<file path="config.mk">
export PLATFORM = sky130hd
export DESIGN_NAME = substring_match_positions_core_flat
export DESIGN_NICKNAME = d
export VERILOG_FILES = /design/src/sv/smpc_pkg.sv /design/src/sv/smpc_if.sv /design/src/sv/substring_match_positions_core.sv /design/src/sv/smpc_cell.sv /design/src/sv/smpc_tally.sv /design/src/sv/smpc_outbuf.sv /design/src/flat_wrapper.sv
export SDC_FILE = /design/constraint.sdc
export NUM_CORES = 1
export LEC_CHECK = 0
export BUFFER_PORTS_ARGS = -buffer_cell sky130_fd_sc_hd__buf_4
export CAP_MARGIN = 25
export CELL_PAD_IN_SITES_DETAIL_PLACEMENT = 1
export CELL_PAD_IN_SITES_GLOBAL_PLACEMENT = 1
export CORE_ASPECT_RATIO = 0.9
export CORE_MARGIN = 3
export CORE_UTILIZATION = 25
export DETAILED_ROUTE_END_ITERATION = 7
export HOLD_SLACK_MARGIN = 0.08
export PLACE_DENSITY_LB_ADDON = 0.25
export SLEW_MARGIN = 20
export SYNTH_ARGS = -nofsm -noshare
export SYNTH_HDL_FRONTEND = slang
export SYNTH_SLANG_ARGS = --single-unit
</file>
<file path="constraint.sdc">
create_clock -name clock -period 8.9 [get_ports clock]
set_input_delay 1.78 -clock clock [delete_from_list [all_inputs] [get_ports clock]]
set_output_delay 1.78 -clock clock [all_outputs]
set_load 0.01 [all_outputs]
</file>
<file path="src/sv/smpc_pkg.sv">
// shared types, constants and helpers of the substring match positions block
`default_nettype none

package smpc_pkg;

   // defaults for the top level parameters
   localparam int PAT_MAX_DEFAULT  = 8;
   localparam int POS_BITS_DEFAULT = 16;

   // fixed field widths
   localparam int TEXT_W     = 8;
   localparam int LEN_W      = 4;
   localparam int PAT_W      = 64;
   localparam int PAT_BYTES  = PAT_W / TEXT_W;
   localparam int PAT_SEL_W  = $clog2(PAT_BYTES);
   localparam int POS_OUT_W  = 16;
   localparam int CNT_W      = 16;
   localparam int CSR_IDX_W  = 2;
   localparam int CSR_DATA_W = 64;

   localparam logic [POS_OUT_W-1:0] POS_OUT_MAX = '1;
   localparam logic [CNT_W-1:0]     CNT_MAX     = '1;

   // register indexes of the configuration port
   typedef enum logic [CSR_IDX_W-1:0] {
      CSR_PATTERN_BYTES  = 2'd0,
      CSR_PATTERN_LENGTH = 2'd1,
      CSR_START_POSITION = 2'd2
   } csr_index_type;

   // one result word
   typedef struct packed {
      logic                 match_valid;
      logic [POS_OUT_W-1:0] match_position;
      logic                 end_of_text;
      logic [CNT_W-1:0]     match_total;
      logic                 overflow;
   } rsp_word_type;

   // per byte control handed from the cell row to the tally
   typedef struct packed {
      logic take;
      logic last;
      logic hit;
   } step_type;

   // pattern byte k, bytes past the register read as zero
   function automatic logic [TEXT_W-1:0] pat_byte(input logic [PAT_W-1:0] pattern,
                                                  input logic [LEN_W-1:0] k);
      logic [TEXT_W-1:0] r;
      r = '0;
      if (int'(k) < PAT_BYTES) begin
         r = pattern[TEXT_W * int'(k[PAT_SEL_W-1:0]) +: TEXT_W];
      end
      return r;
   endfunction

endpackage

`default_nettype wire

</file>
<file path="src/sv/smpc_if.sv">
// channel interfaces: text input, result output and configuration writes
`default_nettype none

interface smpc_req_if import smpc_pkg::*; ();
   logic              valid;
   logic              ready;
   logic [TEXT_W-1:0] text_byte;
   logic              last_byte;

   modport source (output valid, output text_byte, output last_byte, input ready);
   modport sink   (input valid, input text_byte, input last_byte, output ready);
endinterface

interface smpc_rsp_if import smpc_pkg::*; ();
   logic                 valid;
   logic                 ready;
   logic                 match_valid;
   logic [POS_OUT_W-1:0] match_position;
   logic                 end_of_text;
   logic [CNT_W-1:0]     match_total;
   logic                 overflow;

   modport source (output valid, output match_valid, output match_position,
                   output end_of_text, output match_total, output overflow, input ready);
   modport sink   (input valid, input match_valid, input match_position,
                   input end_of_text, input match_total, input overflow, output ready);
endinterface

interface smpc_csr_if import smpc_pkg::*; ();
   logic                  valid;
   logic                  ready;
   logic [CSR_IDX_W-1:0]  index;
   logic [CSR_DATA_W-1:0] data;

   modport source (output valid, output index, output data, input ready);
   modport sink   (input valid, input index, input data, output ready);
endinterface

`default_nettype wire

</file>
<file path="src/sv/substring_match_positions_core.sv">
// Streaming matcher that reports the start of every occurrence at or after the start
// position of a configured pattern of up to eight bytes (overlaps included) and closes
// each text with a match count. Text bytes are taken at one per clock while the output
// buffer has room: a row of PAT_MAX-1 cells holds the most recent bytes and compares all
// of them against the pattern in the cycle a byte arrives, so the next byte can follow at
// once. A skid register behind the output register lets input keep flowing while one
// result waits; req_chan.ready drops only when both are occupied. Configuration writes
// are taken every cycle and apply from the next byte; no start-up clearing is needed.
`default_nettype none

module substring_match_positions_core import smpc_pkg::*; #(
   parameter int PAT_MAX  = PAT_MAX_DEFAULT,
   parameter int POS_BITS = POS_BITS_DEFAULT
) (
   input  wire logic  clock,
   input  wire logic  reset,
   smpc_req_if.sink   req_chan,
   smpc_rsp_if.source rsp_chan,
   smpc_csr_if.sink   csr_chan
);

   logic [PAT_W-1:0]     pattern_bytes_ff;
   logic [LEN_W-1:0]     pattern_length_ff;
   logic [POS_OUT_W-1:0] start_position_ff;

   logic [LEN_W-1:0]     len;
   logic                 take;
   logic                 full;
   logic [PAT_MAX-1:0]   ok_vec;
   logic [TEXT_W-1:0]    chain_byte [PAT_MAX];
   logic                 chain_vld  [PAT_MAX];
   step_type             step;
   logic                 push;
   rsp_word_type         push_word;

   // configuration registers
   assign csr_chan.ready = 1'b1;

   always_ff @(posedge clock) begin
      if (reset) begin
         pattern_bytes_ff  <= '0;
         pattern_length_ff <= '0;
         start_position_ff <= '0;
      end else if (csr_chan.valid) begin
         case (csr_index_type'(csr_chan.index))
            CSR_PATTERN_BYTES: begin
               pattern_bytes_ff <= csr_chan.data;
            end
            CSR_PATTERN_LENGTH: begin
               pattern_length_ff <= csr_chan.data[LEN_W-1:0];
            end
            CSR_START_POSITION: begin
               start_position_ff <= csr_chan.data[POS_OUT_W-1:0];
            end
            default: begin
            end
         endcase
      end
   end

   // effective pattern length, capped at the window size
   assign len = (int'(pattern_length_ff) > PAT_MAX) ? LEN_W'(PAT_MAX) : pattern_length_ff;

   // input handshake
   assign req_chan.ready = !full;
   assign take           = req_chan.valid && !full;

   // current byte against the last pattern byte
   assign chain_byte[0] = req_chan.text_byte;
   assign chain_vld[0]  = 1'b1;
   assign ok_vec[0]     = pat_byte(pattern_bytes_ff, len - LEN_W'(1)) == req_chan.text_byte;

   // row of window cells, cell i holds the byte i+1 places back
   for (genvar i = 0; i < PAT_MAX - 1; i++) begin : g_cell
      smpc_cell #(
         .IDX (i)
      ) u_cell (
         .clock    (clock),
         .reset    (reset),
         .take     (take),
         .clear    (take && req_chan.last_byte),
         .in_byte  (chain_byte[i]),
         .in_vld   (chain_vld[i]),
         .pattern  (pattern_bytes_ff),
         .len      (len),
         .out_byte (chain_byte[i+1]),
         .out_vld  (chain_vld[i+1]),
         .ok       (ok_vec[i+1])
      );
   end

   // full window agreement
   always_comb begin
      step.take = take;
      step.last = req_chan.last_byte;
      step.hit  = (len != '0) && (&ok_vec);
   end

   smpc_tally #(
      .POS_BITS (POS_BITS)
   ) u_tally (
      .clock          (clock),
      .reset          (reset),
      .step           (step),
      .len            (len),
      .start_position (start_position_ff),
      .push           (push),
      .word           (push_word)
   );

   smpc_outbuf u_outbuf (
      .clock     (clock),
      .reset     (reset),
      .push      (push),
      .push_word (push_word),
      .full      (full),
      .rsp_chan  (rsp_chan)
   );

endmodule

`default_nettype wire

</file>
<file path="src/sv/smpc_cell.sv">
// one window cell: holds a past text byte, compares it, shifts it on
`default_nettype none

module smpc_cell import smpc_pkg::*; #(
   parameter int IDX = 0
) (
   input  wire logic              clock,
   input  wire logic              reset,
   input  wire logic              take,
   input  wire logic              clear,
   input  wire logic [TEXT_W-1:0] in_byte,
   input  wire logic              in_vld,
   input  wire logic [PAT_W-1:0]  pattern,
   input  wire logic [LEN_W-1:0]  len,
   output logic      [TEXT_W-1:0] out_byte,
   output logic                   out_vld,
   output logic                   ok
);

   logic [TEXT_W-1:0] char_ff;
   logic              vld_ff;
   logic              care;
   logic [LEN_W-1:0]  sel;

   // valid bit: byte belongs to the current text
   always_ff @(posedge clock) begin
      if (reset) begin
         vld_ff <= 1'b0;
      end else if (clear) begin
         vld_ff <= 1'b0;
      end else if (take) begin
         vld_ff <= in_vld;
      end
   end

   // stored byte shifts on each accepted word
   always_ff @(posedge clock) begin
      if (take) begin
         char_ff <= in_byte;
      end
   end

   // this cell lines up with pattern byte len-2-IDX when the pattern reaches it
   always_comb begin
      care = int'(len) > IDX + 1;
      sel  = len - LEN_W'(IDX + 2);
      ok   = !care || (vld_ff && (char_ff == pat_byte(pattern, sel)));
   end

   assign out_byte = char_ff;
   assign out_vld  = vld_ff;

endmodule

`default_nettype wire

</file>
<file path="src/sv/smpc_tally.sv">
// position, match count and overflow tracking; builds the result word
`default_nettype none

module smpc_tally import smpc_pkg::*; #(
   parameter int POS_BITS = POS_BITS_DEFAULT
) (
   input  wire logic                 clock,
   input  wire logic                 reset,
   input  wire step_type             step,
   input  wire logic [LEN_W-1:0]     len,
   input  wire logic [POS_OUT_W-1:0] start_position,
   output logic                      push,
   output rsp_word_type              word
);

   localparam int CMP_W = (POS_BITS > POS_OUT_W) ? POS_BITS : POS_OUT_W;
   localparam logic [POS_BITS-1:0] POS_MAX = '1;

   logic [POS_BITS-1:0] pos_ff, pos_in;
   logic                pos_full_ff, pos_full_in;
   logic [CNT_W-1:0]    count_ff, count_in;
   logic                sat_ff, sat_in;

   logic [POS_BITS-1:0] lenm1;
   logic [POS_BITS-1:0] start_at;
   logic [CMP_W-1:0]    start_w;
   logic                below;
   logic                big;
   logic                hit;
   logic                sat_now;
   logic [CNT_W-1:0]    cnt_new;

   always_ff @(posedge clock) begin
      if (reset) begin
         pos_ff      <= '0;
         pos_full_ff <= 1'b0;
         count_ff    <= '0;
         sat_ff      <= 1'b0;
      end else begin
         pos_ff      <= pos_in;
         pos_full_ff <= pos_full_in;
         count_ff    <= count_in;
         sat_ff      <= sat_in;
      end
   end

   // start of the occurrence, start filter and clamping
   always_comb begin
      lenm1    = POS_BITS'(len) - POS_BITS'(1);
      start_at = pos_ff - lenm1;
      start_w  = CMP_W'(start_at);
      below    = start_w < CMP_W'(start_position);
      big      = start_w > CMP_W'(POS_OUT_MAX);
      hit      = step.hit && !below;
   end

   // count and overflow for this byte
   always_comb begin
      sat_now = sat_ff | pos_full_ff;
      cnt_new = count_ff;
      if (hit) begin
         if (big) begin
            sat_now = 1'b1;
         end
         if (count_ff != CNT_MAX) begin
            cnt_new = count_ff + CNT_W'(1);
         end else begin
            sat_now = 1'b1;
         end
      end
   end

   // result word
   always_comb begin
      push                = step.take && (hit || step.last);
      word.match_valid    = hit;
      word.match_position = hit ? (big ? POS_OUT_MAX : start_w[POS_OUT_W-1:0]) : '0;
      word.end_of_text    = step.last;
      word.match_total    = cnt_new;
      word.overflow       = sat_now;
   end

   // next state, cleared after the last byte of a text
   always_comb begin
      pos_in      = pos_ff;
      pos_full_in = pos_full_ff;
      count_in    = count_ff;
      sat_in      = sat_ff;
      if (step.take) begin
         if (step.last) begin
            pos_in      = '0;
            pos_full_in = 1'b0;
            count_in    = '0;
            sat_in      = 1'b0;
         end else begin
            if (pos_ff != POS_MAX) begin
               pos_in = pos_ff + POS_BITS'(1);
            end else begin
               pos_full_in = 1'b1;
            end
            count_in = cnt_new;
            sat_in   = sat_now;
         end
      end
   end

endmodule

`default_nettype wire

</file>
<file path="src/sv/smpc_outbuf.sv">
// two-entry output buffer: result register plus skid register
`default_nettype none

module smpc_outbuf import smpc_pkg::*; (
   input  wire logic         clock,
   input  wire logic         reset,
   input  wire logic         push,
   input  wire rsp_word_type push_word,
   output logic              full,
   smpc_rsp_if.source        rsp_chan
);

   rsp_word_type main_ff, main_in;
   rsp_word_type skid_ff, skid_in;
   logic         main_vld_ff, main_vld_in;
   logic         skid_vld_ff, skid_vld_in;
   logic         pop;

   always_ff @(posedge clock) begin
      if (reset) begin
         main_vld_ff <= 1'b0;
         skid_vld_ff <= 1'b0;
      end else begin
         main_vld_ff <= main_vld_in;
         skid_vld_ff <= skid_vld_in;
      end
   end

   always_ff @(posedge clock) begin
      main_ff <= main_in;
      skid_ff <= skid_in;
   end

   // drain first, then place the new word in the first free slot
   always_comb begin
      pop         = main_vld_ff && rsp_chan.ready;
      main_in     = main_ff;
      skid_in     = skid_ff;
      main_vld_in = main_vld_ff;
      skid_vld_in = skid_vld_ff;
      if (pop) begin
         if (skid_vld_ff) begin
            main_in     = skid_ff;
            skid_vld_in = 1'b0;
         end else begin
            main_vld_in = 1'b0;
         end
      end
      if (push) begin
         if (!main_vld_in) begin
            main_in     = push_word;
            main_vld_in = 1'b1;
         end else begin
            skid_in     = push_word;
            skid_vld_in = 1'b1;
         end
      end
   end

   assign full                    = skid_vld_ff;
   assign rsp_chan.valid          = main_vld_ff;
   assign rsp_chan.match_valid    = main_ff.match_valid;
   assign rsp_chan.match_position = main_ff.match_position;
   assign rsp_chan.end_of_text    = main_ff.end_of_text;
   assign rsp_chan.match_total    = main_ff.match_total;
   assign rsp_chan.overflow       = main_ff.overflow;

endmodule

`default_nettype wire

</file>
<file path="src/flat_wrapper.sv">
// flat-port wrapper written by rule: the top's interface ports become plain ports
module substring_match_positions_core_flat import smpc_pkg::*;
#(
   parameter int PAT_MAX  = PAT_MAX_DEFAULT,
   parameter int POS_BITS = POS_BITS_DEFAULT
)
  (clock, reset, req_chan_valid, req_chan_text_byte, req_chan_last_byte, req_chan_ready, rsp_chan_valid, rsp_chan_match_valid, rsp_chan_match_position, rsp_chan_end_of_text, rsp_chan_match_total, rsp_chan_overflow, rsp_chan_ready, csr_chan_valid, csr_chan_index, csr_chan_data, csr_chan_ready);
  smpc_req_if req_chan_i ();
  smpc_rsp_if rsp_chan_i ();
  smpc_csr_if csr_chan_i ();
  input  wire logic clock;
  input  wire logic reset;
  input wire logic [$bits(req_chan_i.valid)-1:0] req_chan_valid;
  input wire logic [$bits(req_chan_i.text_byte)-1:0] req_chan_text_byte;
  input wire logic [$bits(req_chan_i.last_byte)-1:0] req_chan_last_byte;
  output wire logic [$bits(req_chan_i.ready)-1:0] req_chan_ready;
  output wire logic [$bits(rsp_chan_i.valid)-1:0] rsp_chan_valid;
  output wire logic [$bits(rsp_chan_i.match_valid)-1:0] rsp_chan_match_valid;
  output wire logic [$bits(rsp_chan_i.match_position)-1:0] rsp_chan_match_position;
  output wire logic [$bits(rsp_chan_i.end_of_text)-1:0] rsp_chan_end_of_text;
  output wire logic [$bits(rsp_chan_i.match_total)-1:0] rsp_chan_match_total;
  output wire logic [$bits(rsp_chan_i.overflow)-1:0] rsp_chan_overflow;
  input wire logic [$bits(rsp_chan_i.ready)-1:0] rsp_chan_ready;
  input wire logic [$bits(csr_chan_i.valid)-1:0] csr_chan_valid;
  input wire logic [$bits(csr_chan_i.index)-1:0] csr_chan_index;
  input wire logic [$bits(csr_chan_i.data)-1:0] csr_chan_data;
  output wire logic [$bits(csr_chan_i.ready)-1:0] csr_chan_ready;
  assign req_chan_i.valid = req_chan_valid;
  assign req_chan_i.text_byte = req_chan_text_byte;
  assign req_chan_i.last_byte = req_chan_last_byte;
  assign req_chan_ready = req_chan_i.ready;
  assign rsp_chan_valid = rsp_chan_i.valid;
  assign rsp_chan_match_valid = rsp_chan_i.match_valid;
  assign rsp_chan_match_position = rsp_chan_i.match_position;
  assign rsp_chan_end_of_text = rsp_chan_i.end_of_text;
  assign rsp_chan_match_total = rsp_chan_i.match_total;
  assign rsp_chan_overflow = rsp_chan_i.overflow;
  assign rsp_chan_i.ready = rsp_chan_ready;
  assign csr_chan_i.valid = csr_chan_valid;
  assign csr_chan_i.index = csr_chan_index;
  assign csr_chan_i.data = csr_chan_data;
  assign csr_chan_ready = csr_chan_i.ready;
  substring_match_positions_core #(.PAT_MAX(PAT_MAX), .POS_BITS(POS_BITS)) u_core (.clock(clock), .reset(reset), .req_chan(req_chan_i), .rsp_chan(rsp_chan_i), .csr_chan(csr_chan_i));
endmodule
</file>
==> impl_metrics.tcl, run 1 <==
set metrics [dict create \
    grt_use_total_pct 16.9 \
    path_cells "nand2b_1 > inv_1 > ha_1 > ha_1 > a21o_1 > maj3_1 > a21o_1 > a311o_1 > a21boi_0 > nor2_1 > nor2_1 > xnor2_1 > ha_1 > a21o_1 > a21o_1 > a211o_1 > a211oi_1 > nor4_4 > or2_1 > nand2_2 > mux2_2" \
    numPortBuffers 116 \
    synth_compound_area_share_pct 16.9 \
    path_class "register to register" \
    synth_simple_gate_area_share_pct 17.0 \
    grt_max_degree 93 \
    ys_types 87 \
    cts_root_buffer "clkbuf_16" \
    outcome "finished clean" \
    synth_area_per_cell_um2 9.34 \
    layout_commonest_cell "nand2_1" \
    cts_buffer_depth 3 \
    synth-edff-count 91 \
    path_max_fanout 33 \
    drive_gt1_share_pct 19.0 \
    cts_resized 0 \
    synthMuxAreaShare_pct 12.3 \
    antenna_found_initial 0 \
    drt_iter0_markers 868 \
    p_switching_uw 766 \
    rsz0062_at_grt "false" \
    seq_power_share_pct 44.7 \
    dp_hpwl_um 40200 \
    arrival_ns 7.66 \
    p_sw_share_pct 26.8 \
    vias_per_cell 5.08 \
    syn_to_final_growth_pct 17.8 \
    routed_wl_um 52500 \
    numCtsBuffers 29 \
    synth_top_family_by_area "simple AND/OR/NAND/NOR gates" \
    ys_ff_latch 253 \
    fin_ws_ns 1.71 \
    total_power_uw 2860 \
    cpMostUsedCell "a21o_1" \
    gp_routability_congestion 0.875 \
    endpoint_kind "register" \
    dieArea_um2 61200 \
    skew_ns 0.0105 \
    ir_worst_vdd_mv 0.172 \
    syn_area_um2 14600 \
    hold_viol_final 0 \
    fin_crit_sh_pct 80.8 \
    worstMarginPinSlew_ns 1.00 \
    vias 12300 \
    fin_crit_ns 7.19 \
    layout_common_cells "nand2_1 (246), dfxtp_1 (161), a21oi_1 (150)" \
    r2r_slack_ns 1.71 \
    seq_area_frac_synth_pct 41.0 \
    max_stage_delay_ns 0.77 \
    drcViolationCount 0 \
    grt_pass1_vias 12700 \
    cts_sinks 253 \
    drtPass1Iterations 5 \
    critPathRequiredTime_ns 9.37 \
    core_area_um2 57300 \
    clk_latency_ns 0.59 \
    setup_violations 0 \
    wl_per_cell_um 21.7 \
    synthXorXnorAreaFrac_pct 4.51 \
    slew_headroom_pct 33.4 \
    path_clk_slew_ns 0.06 \
    synth_warnings 0 \
    synthArstFlopShare_pct 0 \
    power_frac_clock_pct 44.1 \
    cts.htree.levels 1 \
    syn-num-nets 1682 \
    cts_hold_buffers 0 \
    std_cell_rows 83 \
    antenna_cells 0 \
    tns_ns 0 \
    synthCells 1559 \
    pwr-share-comb_pct 11.2 \
    grt-ovfl-total 0 \
    ys.flop_type "dfxtp_1" \
    cts_setup_buffers 0 \
    io_pins 118 \
    dp_slack_ns 1.75 \
    startpoint_type "register" \
    cts_tree "yes" \
    die_w_um 260 \
    grt_first_pass_wirelength_um 80300 \
    pwr_density_cell_nw_per_um2 167 \
    timing.max_cap.violations 0 \
    fmax_mhz 139 \
    power.internal_uw 2090 \
    synthAdderAreaFrac_pct 3.82 \
    slew_violations 0 \
    min_path_type "register to register" \
    slowest_stage "dfxtp_1" \
    start_util_pct 25.4 \
    die_h_um 235 \
    leakage_uw 0.00620 \
    layout.nets 1756 \
    ant_nets 0 \
]
Yosys cell counts (4+ instances only):
cell type  number  area [µm²]
o21a_1         11        82.6
a22o_1          6        52.6
or2_2           4        25.0
o32ai_1        26         228
a221o_1        14         140
buf_6           5        56.3
ha_1           42         526
a31oi_1        16         100
o22ai_1        16         100
nand3b_1       25         188
or3_1          16         100
and2_1         17         106
o31ai_1         5        37.5
edfxtp_1       91        2730
nand4_1         8        50.1
and3_1         11        68.8
a21o_1          7        52.6
o21ai_0        60         300
nor3b_1         6        45.0
and3b_1         7        61.3
xnor2_1        40         350
o211ai_1        4        30.0
a22oi_1        20         150
mux2_1          5        56.3
xor2_1         35         307
a211oi_1        7        52.6
buf_4           4        30.0
mux2_2         76         856
nor2b_1        13        81.3
buf_2          24         120
nor2_1         74         278
clkbuf_1       56         210
nand3_1        31         155
nor3_1         14        70.1
mux4_2         21         473
a2111oi_0       4        35.0
nand2_1       246         923
nor4b_1         4        35.0
a21oi_1       150         751
buf_1           5        18.8
dfxtp_1       162        3240
nand2b_1        7        43.8
mux2i_1        35         350
inv_1          54         203
or4_1           4        30.0
final timing paths:
check / cells after the start / endpoint / from
worst min-delay path: 2 / u_core.start_position_ff[1] / u_core.start_position_ff[1]
worst min register to register: 2 / u_core.start_position_ff[1] / u_core.start_position_ff[1]
worst max register to register: 21 / u_core.u_outbuf.rsp_chan.match_position[5] / u_core.pattern_length_ff[2]
worst max-delay path: 21 / u_core.u_outbuf.rsp_chan.match_position[5] / u_core.pattern_length_ff[2]
flip-flops by register name (all words and copies together) (netlist names), 4 cells and up:
| register | flops |
|---|---|
| u_core.u_outbuf.rsp_chan.match_total | 16 |
| u_core.g_cell.u_cell.out_vld | 7 |
| u_core.start_position_ff | 16 |
| u_core.u_outbuf.rsp_chan.match_position | 16 |
| u_core.u_tally.count_ff | 16 |
| u_core.pattern_length_ff | 4 |
| u_core.u_outbuf.skid_ff | 35 |
| u_core.u_tally.pos_ff | 16 |
| u_core.g_cell.u_cell.out_byte | 56 |
| u_core.pattern_bytes_ff | 64 |
area by class of cell:
type	count	area (µm²)
sequential	253	5980
inverter	57	216
tap	765	957
clock buffer	37	810
clock inverter	16	190
timing repair buffer	137	1040
multi-input combinational	1155	7960
fill	6627	40200
worst max-delay path: cells and delay by family (launching register included):
family	cells	cell delay (ns)
AO/OA/AOI/OAI	8	2.01
multiplexers	1	0.41
buffers and inverters	1	0.29
flip-flops	1	0.77
AND/OR/NAND/NOR	6	1.68
XOR/XNOR	1	0.17
adder cells (fa/ha/maj)	4	1.69
power by group through the flow:
stage               Combinational, µW  Clock [µW]  Sequential, µW
finish                            321        1260            1280
global route                      353        1350            1280
CTS                               324        1310            1280
detailed placement                322           0            1300
global placement                  316           0            1300
floorplan                         201           0            1280
per-stage QoR:
step                      area [µm²]  instances  utilization (%)  hold WS, ns
final                          17200       2420             29.9        0.458
after global routing           17200       2420             29.9        0.482
after CTS                      17100       2420             29.9        0.460
after detailed placement       16100       2367             28.2        0.449
after global placement         16100       2365             28.1        0.441
after floorplan                14600       1559                -        0.434
per-layer routing:
metal	up-vias	global-route usage (%)	share of wire, %
met5	-	0	0
met4	0	6.06	3.9
met3	85	2.76	4.8
met2	307	27.2	46
met1	6078	22.9	45
li1	5833	-	-
cell families (layout without fill, tap and decap cells):
group	after synthesis	in the layout
flops	253	253
compound gates	385	385
fa+ha+maj	44	44
mux	140	140
simple gates	510	510
other cells	1	1
xor+xnor	75	75
buf+inv	151	247
Power figures use the tool's default switching activity.
==> inputs of run 2 (changes only) <==
- clock period: 8.9 -> 7.3 ns (I/O delays scaled with it)
==> run 2 against run 1 <==
Against the previous run: final cell count increased by 0.17%; setup slack lost 1.1 ns; register-to-register slack worse by 1.1 ns.
==> impl_metrics.tcl, run 2 (synthesis gave the netlist of run 1 again) <==
set metrics [dict create \
    critPathRequiredTime_ns 7.76 \
    layout.nets 1759 \
    endpoint_kind "register" \
    antenna_cells 0 \
    wl_per_cell_um 21.4 \
    pwr_density_cell_nw_per_um2 204 \
    post-route-util_pct 30.0 \
    slew_violations 0 \
    drtPass1Iterations 5 \
    setup_violations 0 \
    cts_sinks 253 \
    vias 12200 \
    largest_reg_flops 64 \
    numPortBuffers 116 \
    drive_gt1_share_pct 18.6 \
    cpMostUsedCell "a21o_1" \
    path_buf_inv 5 \
    dp_hpwl_um 39500 \
    slew_headroom_pct 32.6 \
    power_frac_clock_pct 44.4 \
    clk_latency_ns 0.58 \
    startpoint_type "register" \
    dieArea_um2 61200 \
    drcViolationCount 0 \
    grt_max_degree 89 \
    antenna_found_initial 0 \
    path_max_fanout 33 \
    path_delay_family "compound AO/OA/AOI/OAI gates" \
    grt_pass1_vias 12500 \
    drt_iter0_markers 851 \
    fmax_mhz 149 \
    grt-ovfl-total 0 \
    skew_ns 0.00945 \
    syn_to_final_growth_pct 18.0 \
    worstMarginPinSlew_ns 1.01 \
    max_stage_delay_ns 0.69 \
    grt_use_total_pct 16.6 \
    leakage_uw 0.00621 \
    hold_viol_final 0 \
    routed_wl_um 52000 \
    cts_resized 0 \
    die_w_um 260 \
    ant_nets 0 \
    cts.htree.levels 1 \
    power.internal_uw 2600 \
    pwr-share-comb_pct 11.2 \
    path_class "register to register" \
    grt_first_pass_wirelength_um 78700 \
    cts_root_buffer "clkbuf_16" \
    postPlaceCellArea_um2 16200 \
    start_util_pct 25.4 \
    p_switching_uw 902 \
    numCtsBuffers 29 \
    layout_common_cells "nand2_1 (246), dfxtp_1 (161), a21oi_1 (150)" \
    fin_crit_sh_pct 92.2 \
    die_h_um 235 \
    arrival_ns 7.19 \
    p_sw_share_pct 25.7 \
    largest-register "u_core.pattern_bytes_ff" \
    cts_setup_buffers 0 \
    postLayoutCellArea_um2 17200 \
    timing.max_cap.violations 0 \
    std_cell_rows 83 \
    rsz0062_at_grt "false" \
    tns_ns 0 \
    ir_worst_vdd_mv 0.176 \
    min_path_type "register to register" \
    vias_per_cell 5.04 \
    layout_commonest_cell "nand2_1" \
    cts_buffer_depth 3 \
    gp_routability_congestion 0.911 \
    io_pins 118 \
    cts_hold_buffers 0 \
    core_area_um2 57300 \
    cts_tree "yes" \
    outcome "finished clean" \
    slowest_stage "nand2_2" \
    seq_power_share_pct 44.4 \
    fin_crit_ns 6.73 \
    path_clk_slew_ns 0.06 \
]
==> run 2: cell types whose count changed in the layout (fill, tap and decap cells not counted), sizes merged <==
cell      delta
clkinvlp     -1
inv          -1
buf          +3
bufinv       +3
==> run 2: cell type report <==
cell class	instances	area (µm²)
fill	6615	40100
multi-input combinational	1155	7960
sequential	253	5980
timing repair buffer	140	1070
tap	765	957
clock buffer	37	756
clock inverter	17	253
inverter	57	216
==> run 2: worst paths after layout <==
kind / startpoint / end / cells past startpoint / slack [ns]
worst max-delay path: u_core.pattern_length_ff[3] / u_core.u_outbuf.rsp_chan.match_position[11] / 27 / 0.57
worst min-delay path: u_core.start_position_ff[9] / u_core.start_position_ff[9] / 2 / 0.46
worst max register to register: u_core.pattern_length_ff[3] / u_core.u_outbuf.rsp_chan.match_position[11] / 27 / 0.57
worst min register to register: u_core.start_position_ff[9] / u_core.start_position_ff[9] / 2 / 0.46
==> run 2: routing by layer <==
metal,share of wire [%],track usage [%]
met1,46,22.4
met5,0,0
met3,3.9,2.04
met2,47,28.0
met4,2.6,4.10
==> run 2: worst min-delay path: stages (launching register included) <==
cell and delay [ns]:
dfxtp_1 0.31, nand2_1 0.05, a21oi_1 0.05
==> run 2: metrics by stage <==
stage / cells / hold slack [ns] / setup slack, ns / power (µW)
detailed placement: 2369 / 0.450 / 0.575 / 1980
CTS: 2423 / 0.459 / 0.531 / 3560
global placement: 2368 / 0.443 / 0.625 / 1970
global route: 2424 / 0.467 / 0.108 / 3660
finish: 2424 / 0.456 / 0.567 / 3510
floorplan: 1559 / 0.434 / 0.213 / 1810
==> run 2: power groups by stage <==
stage,Combinational (µW),Clock [µW],Sequential [µW]
2_1_floorplan,245,0,1560
3_3_place_gp,389,0,1580
3_5_place_dp,394,0,1590
4_1_cts,396,1610,1560
5_1_grt,430,1670,1560
6_report,392,1560,1560
